<file path="src/hdl/bitmap_text_glyph_rasterizer_macros.svh">
// Assertion macros for the 3x5 text rasteriser.
// No dependencies; taken in by the top level only.
`ifndef BITMAP_TEXT_GLYPH_RASTERIZER_MACROS_SVH
`define BITMAP_TEXT_GLYPH_RASTERIZER_MACROS_SVH

// a in this cycle implies b in the same cycle
`define BTGR_ASSERT_NOW(label, clk, rst_n, a, b, msg) \
	label: assert property (@(posedge clk) disable iff (!rst_n) (a) |-> (b)) else $error(msg);

// a in this cycle implies b in the next cycle
`define BTGR_ASSERT_NEXT(label, clk, rst_n, a, b, msg) \
	label: assert property (@(posedge clk) disable iff (!rst_n) (a) |=> (b)) else $error(msg);

`endif

</file>
<file path="src/hdl/btgr_pkg.sv">
// Shared types, constants, glyph ROM and class table of the 3x5 text rasteriser.
// No dependencies.
`default_nettype none

package btgr_pkg;

	localparam int GLYPH_COUNT = 96;
	localparam logic [7:0] FIRST_CODE = 8'd32;
	localparam int GLYPH_W = 3;
	localparam int GLYPH_H = 5;
	localparam int MASK_BITS = GLYPH_W * GLYPH_H;
	localparam int GIDX_BITS = $clog2(GLYPH_COUNT);
	localparam logic [23:0] COLOUR_RESET = 24'hFFFFFF;
	// descriptor bits that do not depend on the coordinate width
	localparam int DESC_FIXED_BITS = MASK_BITS + 24 + 12;

	typedef enum logic [7:0] {
		REG_KERN_TRIM    = 8'd0,
		REG_MEASURE_ONLY = 8'd1,
		REG_CLASSIFY     = 8'd2,
		REG_PLAIN        = 8'd3,
		REG_LETTER       = 8'd4,
		REG_DIGIT        = 8'd5,
		REG_SYMBOL       = 8'd6
	} cfg_reg_t;

	typedef enum logic [1:0] {
		CLS_SYMBOL,
		CLS_LETTER,
		CLS_DIGIT
	} cls_kind_t;

	typedef struct packed {
		cls_kind_t kind;
		logic      drop;
	} glyph_class_t;

	typedef struct packed {
		logic        kern_trim;
		logic        measure_only;
		logic        classify_colours;
		logic [23:0] plain_colour;
		logic [23:0] letter_colour;
		logic [23:0] digit_colour;
		logic [23:0] symbol_colour;
	} cfg_t;

	typedef struct packed {
		logic [7:0]        char_code;
		logic              first_of_string;
		logic signed [11:0] start_x;
		logic signed [11:0] start_y;
	} in_item_t;

	typedef struct packed {
		logic               is_pixel;
		logic signed [11:0] pixel_x;
		logic signed [11:0] pixel_y;
		logic [23:0]        pixel_colour;
		logic signed [11:0] string_width;
		logic               last;
	} out_item_t;

	// one octal digit per row, top row first; bit 2 of a row is the left column
	localparam logic [MASK_BITS-1:0] GLYPH_ROM [GLYPH_COUNT] = '{
		15'o00000, 15'o22202, 15'o55000, 15'o57575, 15'o76737, 15'o51245, 15'o25253, 15'o12000,
		15'o12221, 15'o21112, 15'o52725, 15'o02720, 15'o00012, 15'o00300, 15'o00002, 15'o11244,
		15'o75557, 15'o26222, 15'o71747, 15'o71717, 15'o55711, 15'o74717, 15'o74757, 15'o71111,
		15'o75757, 15'o75717, 15'o02020, 15'o01012, 15'o12421, 15'o07070, 15'o42124, 15'o61202,
		15'o75747, 15'o25755, 15'o65656, 15'o34443, 15'o65556, 15'o74647, 15'o74644, 15'o34553,
		15'o55755, 15'o72227, 15'o11152, 15'o55655, 15'o44447, 15'o57755, 15'o57775, 15'o25552,
		15'o65644, 15'o25563, 15'o65655, 15'o34216, 15'o72222, 15'o55557, 15'o55552, 15'o55775,
		15'o55255, 15'o55222, 15'o71247, 15'o32223, 15'o44211, 15'o31113, 15'o25000, 15'o00007,
		15'o00300, 15'o03553, 15'o47557, 15'o07447, 15'o17557, 15'o07567, 15'o34744, 15'o75716,
		15'o44755, 15'o02022, 15'o20226, 15'o44565, 15'o22222, 15'o05755, 15'o06555, 15'o07557,
		15'o75744, 15'o75711, 15'o03222, 15'o07617, 15'o47443, 15'o05557, 15'o05552, 15'o05575,
		15'o05225, 15'o55713, 15'o07127, 15'o32623, 15'o22222, 15'o62326, 15'o00700, 15'o72727
	};

	function automatic glyph_class_t glyph_class(input logic [GIDX_BITS-1:0] g);
		glyph_class_t c;
		c.kind = CLS_SYMBOL;
		if (g inside {[7'd16:7'd25]})
			c.kind = CLS_DIGIT;
		else if (g inside {[7'd33:7'd58], 7'd63, [7'd65:7'd90]})
			c.kind = CLS_LETTER;
		// descender letters g j p q y sit one row lower
		c.drop = (g inside {7'd71, 7'd74, 7'd80, 7'd81, 7'd89});
		return c;
	endfunction

endpackage

`default_nettype wire

</file>
<file path="src/hdl/btgr_front.sv">
// Front end: accepts characters, looks up glyph and class, keeps the cursor.
// Depends on btgr_pkg.
`default_nettype none

module btgr_front #(
	parameter int COORD_BITS = 12
) (
	input  wire logic                clk,
	input  wire logic                arst_n,
	input  wire logic                in_valid,
	output logic                     in_stall,
	input  wire btgr_pkg::in_item_t  in_item,
	input  wire btgr_pkg::cfg_t      cfg,
	input  wire logic                q_full,
	output logic                     q_push,
	output logic [btgr_pkg::DESC_FIXED_BITS+2*COORD_BITS-1:0] q_data
);

	localparam int W = COORD_BITS;

	typedef struct packed {
		logic [btgr_pkg::MASK_BITS-1:0] mask;
		logic [23:0]                    colour;
		logic [W-1:0]                   x0;
		logic [W-1:0]                   top;
		logic [11:0]                    width;
	} desc_t;

	logic [W-1:0] cursor_q, origin_q, base_q;
	logic [W-1:0] cur_x, org_x, base_y, kern_x, next_x, diff;
	logic [btgr_pkg::GIDX_BITS-1:0] g;
	logic [btgr_pkg::MASK_BITS-1:0] bits;
	btgr_pkg::glyph_class_t cls;
	logic first_empty, last_empty;
	desc_t desc;

	assign in_stall = q_full;
	assign q_push   = in_valid && !q_full;

	always_comb begin
		if (in_item.char_code >= btgr_pkg::FIRST_CODE &&
				in_item.char_code < btgr_pkg::FIRST_CODE + 8'(btgr_pkg::GLYPH_COUNT))
			g = btgr_pkg::GIDX_BITS'(in_item.char_code - btgr_pkg::FIRST_CODE);
		else
			g = '0;
		bits = btgr_pkg::GLYPH_ROM[g];
		cls  = btgr_pkg::glyph_class(g);
		first_empty = !(bits[14] | bits[11] | bits[8] | bits[5] | bits[2]);
		last_empty  = !(bits[12] | bits[9] | bits[6] | bits[3] | bits[0]);

		if (in_item.first_of_string) begin
			cur_x  = W'(in_item.start_x);
			org_x  = W'(in_item.start_x);
			base_y = W'(in_item.start_y);
		end else begin
			cur_x  = cursor_q;
			org_x  = origin_q;
			base_y = base_q;
		end

		kern_x = (cfg.kern_trim && first_empty) ? cur_x - W'(1) : cur_x;
		next_x = kern_x + ((cfg.kern_trim && last_empty) ? W'(3) : W'(4));
		diff   = next_x - org_x;

		desc.mask = cfg.measure_only ? '0 : bits;
		if (!cfg.classify_colours)
			desc.colour = cfg.plain_colour;
		else if (cls.kind == btgr_pkg::CLS_LETTER)
			desc.colour = cfg.letter_colour;
		else if (cls.kind == btgr_pkg::CLS_DIGIT)
			desc.colour = cfg.digit_colour;
		else
			desc.colour = cfg.symbol_colour;
		desc.x0    = kern_x + W'(2);
		desc.top   = base_y + W'(cls.drop);
		desc.width = 12'(diff);
	end

	assign q_data = desc;

	always_ff @(posedge clk or negedge arst_n) begin
		if (!arst_n) begin
			cursor_q <= '0;
			origin_q <= '0;
			base_q   <= '0;
		end else if (q_push) begin
			cursor_q <= next_x;
			origin_q <= org_x;
			base_q   <= base_y;
		end
	end

endmodule

`default_nettype wire

</file>
<file path="src/hdl/btgr_queue.sv">
// Two-entry queue between front and back end.
// No package dependencies.
`default_nettype none

module btgr_queue #(
	parameter int WIDTH = 87
) (
	input  wire logic             clk,
	input  wire logic             arst_n,
	input  wire logic             push,
	input  wire logic [WIDTH-1:0] push_data,
	output logic                  full,
	input  wire logic             pop,
	output logic                  q_valid,
	output logic [WIDTH-1:0]      q_data
);

	logic [WIDTH-1:0] entry_q [2];
	logic wr_ptr_q, rd_ptr_q;
	logic [1:0] count_q;

	assign full    = (count_q == 2'd2);
	assign q_valid = (count_q != 2'd0);
	assign q_data  = entry_q[rd_ptr_q];

	always_ff @(posedge clk) begin
		if (push)
			entry_q[wr_ptr_q] <= push_data;
	end

	always_ff @(posedge clk or negedge arst_n) begin
		if (!arst_n) begin
			wr_ptr_q <= 1'b0;
			rd_ptr_q <= 1'b0;
			count_q  <= 2'd0;
		end else begin
			if (push)
				wr_ptr_q <= !wr_ptr_q;
			if (pop)
				rd_ptr_q <= !rd_ptr_q;
			count_q <= count_q + 2'(push) - 2'(pop);
		end
	end

endmodule

`default_nettype wire

</file>
<file path="src/hdl/btgr_back.sv">
// Back end: walks the lit pixels of one glyph, then the closing item.
// Depends on btgr_pkg.
`default_nettype none

module btgr_back #(
	parameter int COORD_BITS = 12
) (
	input  wire logic                 clk,
	input  wire logic                 arst_n,
	input  wire logic                 q_valid,
	input  wire logic [btgr_pkg::DESC_FIXED_BITS+2*COORD_BITS-1:0] q_data,
	output logic                      q_pop,
	output logic                      busy,
	output logic                      out_valid,
	input  wire logic                 out_stall,
	output btgr_pkg::out_item_t       out_item
);

	localparam int W = COORD_BITS;

	typedef struct packed {
		logic [btgr_pkg::MASK_BITS-1:0] mask;
		logic [23:0]                    colour;
		logic [W-1:0]                   x0;
		logic [W-1:0]                   top;
		logic [11:0]                    width;
	} desc_t;

	desc_t cur_q;
	logic  cur_v_q;
	logic  out_valid_q;
	btgr_pkg::out_item_t out_q;

	logic adv, has_pix, found;
	logic [2:0] row;
	logic [1:0] col;
	logic [2:0] row_bits;
	logic [3:0] bit_idx;
	logic [W-1:0] px, py;

	assign adv     = !out_valid_q || !out_stall;
	assign has_pix = cur_v_q && (cur_q.mask != '0);
	assign q_pop   = adv && (!cur_v_q || !has_pix) && q_valid;
	assign busy    = cur_v_q;

	// first lit pixel, rows top down, columns left to right
	always_comb begin
		found = 1'b0;
		row   = '0;
		for (int r = 0; r < btgr_pkg::GLYPH_H; r++) begin
			if (!found && cur_q.mask[14-3*r -: 3] != 3'b000) begin
				found = 1'b1;
				row   = 3'(r);
			end
		end
		row_bits = cur_q.mask[4'd14 - 4'(row) * 4'd3 -: 3];
		if (row_bits[2])
			col = 2'd0;
		else if (row_bits[1])
			col = 2'd1;
		else
			col = 2'd2;
		bit_idx = 4'd14 - 4'(row) * 4'd3 - 4'(col);
		px = cur_q.x0 + W'(col);
		py = cur_q.top + W'(row);
	end

	always_ff @(posedge clk) begin
		if (adv && cur_v_q) begin
			if (has_pix) begin
				out_q.is_pixel     <= 1'b1;
				out_q.pixel_x      <= 12'(px);
				out_q.pixel_y      <= 12'(py);
				out_q.pixel_colour <= cur_q.colour;
				out_q.string_width <= '0;
				out_q.last         <= 1'b0;
			end else begin
				out_q.is_pixel     <= 1'b0;
				out_q.pixel_x      <= '0;
				out_q.pixel_y      <= '0;
				out_q.pixel_colour <= '0;
				out_q.string_width <= cur_q.width;
				out_q.last         <= 1'b1;
			end
		end
		if (q_pop)
			cur_q <= q_data;
		else if (adv && has_pix)
			cur_q.mask <= cur_q.mask & ~(btgr_pkg::MASK_BITS'(1) << bit_idx);
	end

	always_ff @(posedge clk or negedge arst_n) begin
		if (!arst_n) begin
			cur_v_q     <= 1'b0;
			out_valid_q <= 1'b0;
		end else if (adv) begin
			out_valid_q <= cur_v_q;
			if (!cur_v_q || !has_pix)
				cur_v_q <= q_valid;
		end
	end

	assign out_valid = out_valid_q;
	assign out_item  = out_q;

endmodule

`default_nettype wire

</file>
<file path="src/hdl/bitmap_text_glyph_rasterizer.sv">
// 3x5 bitmap text rasteriser, top level: config registers, front, queue, back.
// Depends on btgr_pkg, btgr_front, btgr_queue, btgr_back and the macros header.
//
// Use: send one character per item on the in channel (in_valid / in_stall,
// in_item). The first item of a string sets first_of_string and brings the
// start x and top y. For every lit glyph pixel one pixel item comes out on
// the out channel (out_valid / out_stall, out_item), rows top down, columns
// left to right, then one closing item with last set and the string width.
// Registers are written on cfg_valid with cfg_index and cfg_data; cfg_ready
// is always high, and writes are meant only while the block is idle.
// An accepted item passes the queue entry, the back end's current glyph
// register and the output register. Throughput: one result per cycle while
// out_stall is low, as the back end walks the glyph mask one pixel a cycle;
// a character gives one item per lit pixel (at most 13) plus the closing item.
// The front end takes a new item every cycle while the two-entry queue has
// room, so it runs ahead of the back end.
// Stall: out_stall freezes the output register and the glyph walk; once the
// queue fills, in_stall rises. Reset clears the cursor, origin and base row
// to zero, empties the queue and output, and loads register defaults
// (colours white, flags off). There is no clearing pass.
`default_nettype none
`include "bitmap_text_glyph_rasterizer_macros.svh"

module bitmap_text_glyph_rasterizer #(
	parameter int COORD_BITS = 12
) (
	input  wire logic                clk,
	input  wire logic                arst_n,
	// character items
	input  wire logic                in_valid,
	output logic                     in_stall,
	input  wire btgr_pkg::in_item_t  in_item,
	// pixel and closing items
	output logic                     out_valid,
	input  wire logic                out_stall,
	output btgr_pkg::out_item_t      out_item,
	// register writes
	input  wire logic                cfg_valid,
	output logic                     cfg_ready,
	input  wire logic [7:0]          cfg_index,
	input  wire logic [23:0]         cfg_data
);

	localparam int DESC_BITS = btgr_pkg::DESC_FIXED_BITS + 2 * COORD_BITS;

	btgr_pkg::cfg_t cfg_q;

	logic                 q_push, q_full, q_pop, q_valid, back_busy;
	logic [DESC_BITS-1:0] push_data, q_data;

	// register file; unknown indexes are dropped
	assign cfg_ready = 1'b1;

	always_ff @(posedge clk or negedge arst_n) begin
		if (!arst_n) begin
			cfg_q.kern_trim        <= 1'b0;
			cfg_q.measure_only     <= 1'b0;
			cfg_q.classify_colours <= 1'b0;
			cfg_q.plain_colour     <= btgr_pkg::COLOUR_RESET;
			cfg_q.letter_colour    <= btgr_pkg::COLOUR_RESET;
			cfg_q.digit_colour     <= btgr_pkg::COLOUR_RESET;
			cfg_q.symbol_colour    <= btgr_pkg::COLOUR_RESET;
		end else if (cfg_valid) begin
			case (cfg_index)
				btgr_pkg::REG_KERN_TRIM:    cfg_q.kern_trim        <= cfg_data[0];
				btgr_pkg::REG_MEASURE_ONLY: cfg_q.measure_only     <= cfg_data[0];
				btgr_pkg::REG_CLASSIFY:     cfg_q.classify_colours <= cfg_data[0];
				btgr_pkg::REG_PLAIN:        cfg_q.plain_colour     <= cfg_data;
				btgr_pkg::REG_LETTER:       cfg_q.letter_colour    <= cfg_data;
				btgr_pkg::REG_DIGIT:        cfg_q.digit_colour     <= cfg_data;
				btgr_pkg::REG_SYMBOL:       cfg_q.symbol_colour    <= cfg_data;
				default: ;
			endcase
		end
	end

	// front: classify, kern and advance the cursor, one item a cycle while the queue has room
	btgr_front #(
		.COORD_BITS(COORD_BITS)
	) u_front (
		.clk      (clk),
		.arst_n   (arst_n),
		.in_valid (in_valid),
		.in_stall (in_stall),
		.in_item  (in_item),
		.cfg      (cfg_q),
		.q_full   (q_full),
		.q_push   (q_push),
		.q_data   (push_data)
	);

	// decouples the front from output stalls
	btgr_queue #(
		.WIDTH(DESC_BITS)
	) u_queue (
		.clk       (clk),
		.arst_n    (arst_n),
		.push      (q_push),
		.push_data (push_data),
		.full      (q_full),
		.pop       (q_pop),
		.q_valid   (q_valid),
		.q_data    (q_data)
	);

	// back: pixel walk plus closing item, registered output
	btgr_back #(
		.COORD_BITS(COORD_BITS)
	) u_back (
		.clk       (clk),
		.arst_n    (arst_n),
		.q_valid   (q_valid),
		.q_data    (q_data),
		.q_pop     (q_pop),
		.busy      (back_busy),
		.out_valid (out_valid),
		.out_stall (out_stall),
		.out_item  (out_item)
	);

	// a result is either a pixel or the closing item, never both
	`BTGR_ASSERT_NOW(a_pix_xor_last, clk, arst_n, out_valid, out_item.is_pixel != out_item.last, "pixel and last flags disagree")
	// an accepted item is held in the queue or already in the back end
	`BTGR_ASSERT_NEXT(a_item_kept, clk, arst_n, in_valid && !in_stall, q_valid || back_busy, "accepted item lost")
	// the queue never pops when empty
	`BTGR_ASSERT_NOW(a_pop_nonempty, clk, arst_n, q_pop, q_valid, "pop from empty queue")

endmodule

`default_nettype wire
</file>
<file path="config.mk">
export PLATFORM = sky130hd
export DESIGN_NAME = bitmap_text_glyph_rasterizer
export DESIGN_NICKNAME = d
export VERILOG_FILES = /design/src/hdl/btgr_pkg.sv /design/src/hdl/btgr_front.sv /design/src/hdl/btgr_queue.sv /design/src/hdl/btgr_back.sv /design/src/hdl/bitmap_text_glyph_rasterizer.sv
export VERILOG_INCLUDE_DIRS = /design/src /design/src/hdl
export SDC_FILE = /design/constraint.sdc
export NUM_CORES = 1
export LEC_CHECK = 0
export BUFFER_PORTS_ARGS = -buffer_cell sky130_fd_sc_hd__buf_2
export CORE_MARGIN = 2
export CORE_UTILIZATION = 55
export DETAILED_ROUTE_END_ITERATION = 7
export GPL_ROUTABILITY_DRIVEN = 0
export GPL_TIMING_DRIVEN = 0
export PLACE_DENSITY = 0.73
export SLEW_MARGIN = 20
export SYNTH_ARGS = -nofsm -noshare
export SYNTH_HDL_FRONTEND = slang
export SYNTH_SLANG_ARGS = --single-unit
</file>
<file path="constraint.sdc">
create_clock -name clk -period 14.5 [get_ports clk]
set_clock_uncertainty 0.2 [all_clocks]
set_input_delay 0 -clock clk [delete_from_list [all_inputs] [get_ports clk]]
set_output_delay 0 -clock clk [all_outputs]
set_load 0.02 [all_outputs]
</file>
==> impl_metrics.tcl <==
set metrics [dict create \
    cts_tree "done" \
    p_leak_nw 9.95 \
    finalHoldViolCount 0 \
    io_buffers 129 \
    finalSetupTns_ns 0 \
    fin_nets 2162 \
    cts.sinks 428 \
    worst_pin_slew_ns 0.931 \
    overflow 0 \
    hold_path.class "input pin to flop" \
    r2r-end "u_queue.entry_q[0][11]$_DFFE_PP_" \
    dieWidth_um 203 \
    synth_top_family_by_area "multiplexers" \
    initialDrtViolationCount 1973 \
    synth_edf_count 287 \
    violations "design-rule violations" \
    dr_total_vias 15600 \
    ys_top_cells_by_area "edfxtp_1 (40%), dfstp_2 (12%), mux2_2 (11%)" \
    async_flop_share_pct 32.9 \
    routedWlPerCell_um 20.5 \
    period_share_pct 58.4 \
    critPathLaunchType "input pin" \
    ctsResizeCount 0 \
    core_area_um2 38800 \
    ys.flop_type "edfxtp_1" \
    num_antenna_cells 0 \
    path_max_fanout 10 \
    synth_xor_area_share_pct 3.24 \
    whs_ns 0.0197 \
    grt_setup_unrepaired "false" \
    htree_levels 2 \
    die_area_um2 41200 \
    synth_top_area_cell "edfxtp_1" \
    syn-instance-count 1792 \
    setup_viol_count_final 0 \
    yosys.area.top_type_share_pct 39.6 \
    final_design_area_no_fill_um2 25600 \
    place_hpwl_mm 36.9 \
    syn_to_final_growth_pct 17.8 \
    critPathArrivalTime_ns 8.55 \
    synth.area.mux_share_pct 14.1 \
    finalPower_mw 4.70 \
    synthSimpleGateAreaFrac_pct 11.1 \
    cp-endpoint "u_queue.entry_q[0][11]$_DFFE_PP_" \
    cp.required_ns 14.58 \
    clk_latency_ns 0.58 \
    track_usage_pct 26.2 \
    grt_max_degree 102 \
    grt_pass1_wl_mm 84.4 \
    rr_worst_depth 17 \
    finalCriticalPeriod_ns 8.46 \
    synth_seq_cells 428 \
    clk_pin_slew_ns 0.06 \
    antenna_found_initial 0 \
    netlist_area_um2 21800 \
    max-vdd-ir-drop_mv 0.107 \
    clockBufferDepth 3 \
    via_per_inst 6.01 \
    yosysMostFrequentCell "edfxtp_1" \
    drc 173 \
    status "finished with violations" \
    grt_pass1_vias 15800 \
    startpoint "in_item[32]" \
    ys_seq_area_share_pct 56.4 \
    end_kind "flop" \
    drt_wl_total_mm 53.4 \
    crit_path_max_incr_delay_ns 0.55 \
    synth.distinct_cells 91 \
    synthAdderAreaFrac_pct 2.65 \
    final_max_slew_viol_count 0 \
    yosys_warnings 0 \
    yosys-top-cells-count "edfxtp_1 (287), mux2_2 (209), nand2_1 (144)" \
    num_io_pins 135 \
    worst-setup-path-type "input pin to flop" \
    ant_nets 0 \
    firstDrtPassIters 8 \
    max_slew_margin_pct 36.4 \
    syn_nets 1905 \
    maxCapViolCount 0 \
    initial_core_util_pct 56.0 \
    die_height_um 203 \
    placed_area_um2 23300 \
    rrSetupSlack_ns 9.44 \
    power_density_nw_per_um2 184 \
    num_rows 72 \
    numCtsBuffers 45 \
    fmax_mhz 118 \
    drive_gt1_share_pct 27.5 \
    ctsRootBufferMaster "clkbuf_16" \
    syn_avg_cell_area_um2 12.1 \
    synth_compound_area_share_pct 9.81 \
    fin_util_pct 66.0 \
    r2r_start "cfg_q[98]$_DFFE_PN0P_" \
    critPathSlowestCell "mux2i_1" \
    post-cts-setup-buffers 0 \
    hold_buffers 73 \
]
report_power, final:
part	switching (mW)	leakage [nW]	internal, mW
Clock	0.469	0.759	0.739
Sequential	0.144	4.27	1.85
Combinational	0.915	4.93	0.585
state kept, by name, summed over array words and instances, names as in the netlist:
signal	flops
u_queue.entry_q	150
cfg_q	99
u_back.cur_q	75
u_back.out_item	62
u_front.base_q	12
u_front.cursor_q	12
u_front.origin_q	12
u_queue.count_q	2
u_back.busy	1
u_back.out_valid	1
u_queue.rd_ptr_q	1
u_queue.wr_ptr_q	1
critical path: cells and delay by family:
kind	cells	cell delay, ns
compound gates	11	2.52
buf+inv	8	2.26
simple gates	6	1.60
fa+ha+maj	3	0.85
xor+xnor	3	0.71
mux	1	0.55
routing by layer:
metal	up-vias	wire, µm	global-route usage, %
met5	-	0	0
met4	0	2620	12.0
met3	250	4410	6.31
met2	759	25200	43.2
met1	7496	21200	32.9
li1	7140	-	-
layout make-up:
class / count / area (µm²)
Fill cell: 2866 / 13200
Buffer: 109 / 453
Tap cell: 518 / 648
Timing Repair Buffer: 210 / 1610
Clock buffer: 60 / 1220
Multi-Input combinational cell: 1216 / 8920
Sequential cell: 428 / 12300
Inverter: 39 / 149
Clock inverter: 24 / 353
cells by family (layout without fill, tap and decap cells):
group / after synthesis / count (layout)
buf+inv: 148 / 442
flops: 428 / 428
xor+xnor: 79 / 79
simple gates: 487 / 487
fa+ha+maj: 43 / 43
mux: 278 / 278
other cells: 1 / 1
compound gates: 328 / 328
how the worst min path moves through the flow:
stage / start / slack, ns / cells after the start / endpoint
6_report: out_stall / 0.02 / 4 / u_back.out_valid$_DFFE_PN0N_
4_1_cts: out_stall / 0.003 / 4 / u_back.out_valid$_DFFE_PN0N_
2_1_floorplan: arst_n / -0.50 / 0 / cfg_q[96]$_DFFE_PN0P_
3_3_place_gp: out_stall / 0.03 / 3 / u_back.out_valid$_DFFE_PN0N_
5_1_grt: out_stall / 0.02 / 4 / u_back.out_valid$_DFFE_PN0N_
3_5_place_dp: arst_n / -0.28 / 1 / u_front.origin_q[6]$_DFFE_PN0P_
metrics by stage:
step	setup slack [ns]	instances
global placement	6.03	2439
finish	6.04	2604
global route	5.79	2604
detailed placement	5.95	2447
floorplan	8.30	1792
CTS	6.49	2604
cell usage in the layout (no fill, tap or decap), types with 16 or more instances in the layout:
cell,count
inv_1,35
nor3_1,28
mux2_2,209
clkbuf_16,45
mux2i_1,68
clkbuf_1,84
dfrtp_1,45
buf_1,16
xnor2_1,44
nand3_1,43
dlygate4sd3_1,72
nor2_1,122
buf_2,142
o211ai_1,18
dfstp_2,96
edfxtp_1,287
o21ai_0,113
and2_1,42
a21oi_1,66
nor2b_1,26
ha_1,38
a31oi_1,20
nand2_1,144
xor2_1,34
No activity file was read; power rests on OpenSTA's default activity.
